==> src/sv/ptm_pkg.sv <==
// ----------------------------------------------------------------------------
// ptm_pkg
// Shared types and constants of the polygon transform and measure unit.
// ----------------------------------------------------------------------------
package ptm_pkg;

  localparam int MAX_VERTICES = 256;
  localparam int CNT_W        = $clog2(MAX_VERTICES + 1);
  localparam int SUM_W        = 40;
  localparam int IDX_W        = 3;

  localparam logic [IDX_W-1:0] REG_OFFSET_X  = 3'd0;
  localparam logic [IDX_W-1:0] REG_OFFSET_Y  = 3'd1;
  localparam logic [IDX_W-1:0] REG_COS_ANGLE = 3'd2;
  localparam logic [IDX_W-1:0] REG_SIN_ANGLE = 3'd3;

  localparam logic KIND_VERTEX  = 1'b0;
  localparam logic KIND_SUMMARY = 1'b1;

  typedef struct packed {
    logic signed [31:0] lx;
    logic signed [31:0] ly;
    logic signed [31:0] wx;
    logic signed [31:0] wy;
    logic               fin;
  } q_entry_t;

  typedef struct packed {
    logic               kind;
    logic signed [31:0] x_value;
    logic signed [31:0] y_value;
    logic signed [31:0] edge_x;
    logic signed [31:0] edge_y;
    logic               edge_valid;
    logic [47:0]        area;
    logic signed [31:0] box_min_x;
    logic signed [31:0] box_min_y;
    logic [31:0]        box_width;
    logic [31:0]        box_height;
    logic               last;
  } result_t;

  function automatic logic signed [31:0] sat32(input logic signed [40:0] v);
    logic signed [31:0] r;
    if (v > 41'sd2147483647) begin
      r = 32'sh7FFFFFFF;
    end else if (v < -41'sd2147483648) begin
      r = 32'sh80000000;
    end else begin
      r = v[31:0];
    end
    return r;
  endfunction

endpackage

==> src/sv/ptm_fifo.sv <==
// ----------------------------------------------------------------------------
// ptm_fifo
// Two-entry queue between the transform front and the measurement back.
// ----------------------------------------------------------------------------
module ptm_fifo import ptm_pkg::*; (
  input  logic     clk,
  input  logic     rst_n,
  input  logic     push,
  input  q_entry_t push_data,
  output logic     full,
  input  logic     pop,
  output q_entry_t pop_data,
  output logic     empty
);

  q_entry_t   mem [2];
  logic       wp_r, wp_nxt;
  logic       rp_r, rp_nxt;
  logic [1:0] cnt_r, cnt_nxt;
  logic       do_push, do_pop;

  assign full     = (cnt_r == 2'd2);
  assign empty    = (cnt_r == 2'd0);
  assign do_push  = push && !full;
  assign do_pop   = pop && !empty;
  assign pop_data = mem[rp_r];

  always_comb begin
    wp_nxt  = do_push ? !wp_r : wp_r;
    rp_nxt  = do_pop ? !rp_r : rp_r;
    cnt_nxt = cnt_r + {1'b0, do_push} - {1'b0, do_pop};
  end

  always_ff @(posedge clk) begin
    if (do_push) begin
      mem[wp_r] <= push_data;
    end
    if (!rst_n) begin
      wp_r  <= 1'b0;
      rp_r  <= 1'b0;
      cnt_r <= 2'd0;
    end else begin
      wp_r  <= wp_nxt;
      rp_r  <= rp_nxt;
      cnt_r <= cnt_nxt;
    end
  end

endmodule

==> config.mk <==
export PLATFORM = sky130hd
export DESIGN_NAME = ptm_fifo
export DESIGN_NICKNAME = d
export VERILOG_FILES = /design/src/sv/ptm_pkg.sv /design/src/sv/ptm_fifo.sv
export SDC_FILE = /design/constraint.sdc
export NUM_CORES = 1
export LEC_CHECK = 0
export ABC_AREA = 1
export BUFFER_PORTS_ARGS = -buffer_cell sky130_fd_sc_hd__buf_4
export CAP_MARGIN = 0
export CORE_UTILIZATION = 47
export CTS_CLUSTER_DIAMETER = 50
export DETAILED_ROUTE_END_ITERATION = 7
export PLACE_DENSITY = 0.84
export SLEW_MARGIN = 10
export SYNTH_ARGS = -nofsm -noshare
export SYNTH_HDL_FRONTEND = slang
export SYNTH_SLANG_ARGS = --single-unit
==> constraint.sdc <==
create_clock -name clk -period 7.4 [get_ports clk]
set_clock_uncertainty 0.15 [all_clocks]
set_input_delay 1.85 -clock clk [delete_from_list [all_inputs] [get_ports clk]]
set_output_delay 1.85 -clock clk [all_outputs]
set_load 0.005 [all_outputs]
==> metrics.txt <==
Crit. End Element=output port; final period utilization=65.0%; Cell Chain, Critical Path=buf_4, mux2_2, buf_4; global-route total usage across every layer=17.4%; register area share after synthesis=81.8%; Post-Syn Area=9600 µm²; R2R Path Start=cnt_r[0]; Async S/R FF share, synth=0%; first-pass GRT wire length=28.9 mm; row count=51; Post-synth EDFFs=258; TritonCTS buffer count=28; status=complete, no violations; die height=145 µm; initial antenna violation count=0; Final #Nets=857; CTS resizes=0; WP depth=3; Initial Util=48.7%; Clk pin slew, worst setup/hold paths=60 ps; Reg2Reg Setup Slack=4590 ps; CTS H-tree lvls=1; Yosys Warn Count=0; Reg2Reg Depth=5; Detailed Route Iter0 Violations=205; commonest cells in the synthesized netlist=edfxtp_1, mux2_2, buf_6, inv_1, nand2_1; RSZ-0062 raised after global routing=false; crit path DAT=2810 ps; PwrDens=337 nW/µm²; Fmax=208 MHz; area share of the leading cell type in the synthesized netlist=80.7%; crit-path leading delay family=flip-flops; Worst Path Max Fanout=76; final hold vios=0; gr ovfl total=0; Routed Antenna Nets=0; drt total wl=18.5 mm; class of the worst hold path=register to register; ant diodes=0; flops & latches, synth=263; Worst path most repeated cell=buf_4; Die Wd=145 µm; fin area=12,700 µm²; final setup fails=0; pin count of the biggest net entering global routing=77; worst-margin pin slew=1010 ps; area leader, netlist=edfxtp_1; Syn Nets=574; Fin Setup TNS=0 ps; Final Core Density=64.6%; CTS tree=done; Synth cell types=11; Reg-to-Reg End=mem[1][1]; root buffer cell=clkbuf_16; Leak Pwr=4.78 nW; routed len/inst=18.3 µm; CP Launch Type=register; Setup crit end=pop_data[88]; Pre-Repair DR Iteration Count=6; drc violations=0; max cap viols=0; crit path time final=4810 ps; Port Buffer Count=263; slowest stage delay, CP=970 ps; clock sink total=263; vias per cell=4.94; Crit Path Category=register to output port; Worst Path Buf+Inv=2; total setup buffers inserted after CTS=0; cells after synthesis=439; Vias=4,986; vias in the first global route=5,387; Primary FF master, synth=edfxtp_1; Placement Cell Area=11,800 µm²; cts hold-fix bufs=0; Synth Area per Inst=21.9 µm²; Longest Clk Path Bufs=3; # IOs=264; CP Data Required Time=5400 ps; GPL Wtd Cong=0.753; VDD IR max=0.247 mV; hpwl dp=12.3 mm; layout cell share with drive strength beyond 1=60.1%; area delta synth->final=32.6%; Clk Latency, worst-skew pair=520 ps; most area-consuming cells after synthesis=edfxtp_1, mux2_2, buf_6; core area=19,700 µm²; count leader, synth=edfxtp_1; Slowest cell on crit path=dfxtp_4; full die area=21,000 µm²; max_slew headroom=32.7%; final slew viol count=0
[power by group]
group | switching (W) | internal [W] | leakage (nW) | total [W]
logic | 0.000399 | 0.000532 | 1.86 | 0.000931
clock network | 0.000549 | 0.000821 | 0.460 | 0.00137
registers | 0.0000965 | 0.00189 | 2.45 | 0.00199
[layout by cell type, fill, tap and decap left out, types with 2 or more instances in the layout]
cell,count
clkinv_1,3
bufinv_16,3
nand2_1,9
clkinvlp_4,3
ha_1,2
nand3_1,3
mux2_2,129
buf_4,267
edfxtp_1,258
dfxtp_1,4
inv_1,8
clkinv_2,10
clkbuf_16,29
nor2_1,7
a21oi_1,2
[metal layers]
metal / GRT usage (%) / part of all wire (%)
met5: 0 / 0
met4: 6.44 / 2.6
met3: 4.28 / 7.5
met2: 30.6 / 52
met1: 20.6 / 38
[worst min path at each step]
stage,startpoint,end,slack [ps],depth (start not counted)
after floorplan,rp_r,register,320,2
after global placement,rp_r,rp_r,330,2
after detailed placement,rp_r,register,360,2
after CTS,rp_r,register,370,2
after global routing,rp_r,rp_r,420,2
final,rp_r,register,380,2
[layout make-up]
class	count	area [µm²]
Clock buffer	30	729
Clock inverter	22	203
Fill cell	1334	6990
Inverter	9	36.3
Multi-Input combinational cell	153	1570
Sequential cell	263	7850
Tap cell	265	332
Timing Repair Buffer	267	2000
[flip-flops by register name (all words and copies together) (netlist names), named ones only]
register and count:
mem 258, wp_r 1, cnt_r 2, rp_r 1
[worst min-delay path, cell delays in order, from the launching register on]
cell and delay (ps):
dfxtp_1 340, nor2_1 60, nor2_1 90
[kinds of logic (layout without fill, tap and decap cells)]
group                    count (synthesis)  in the layout  synth area share (%)
AND/OR/NAND/NOR                         20             20                 0.821
flip-flops                             263            263                  81.8
buffers and inverters                   23            328                  1.93
AO/OA/AOI/OAI                            2              2                 0.104
adder cells (fa/ha/maj)                  2              2                 0.261
multiplexers                           129            129                  15.1
[per-stage QoR]
stage,hold slack (ps),total power [W],worst slack (ps),cells
after floorplan,317,0.00249,1530,439
after global placement,329,0.00291,3110,957
after detailed placement,359,0.00296,3080,957
after CTS,375,0.00434,2500,1009
after global routing,422,0.00447,2400,1009
final,383,0.00429,2590,1009
Note: power is estimated with default switching activity, not from simulation.
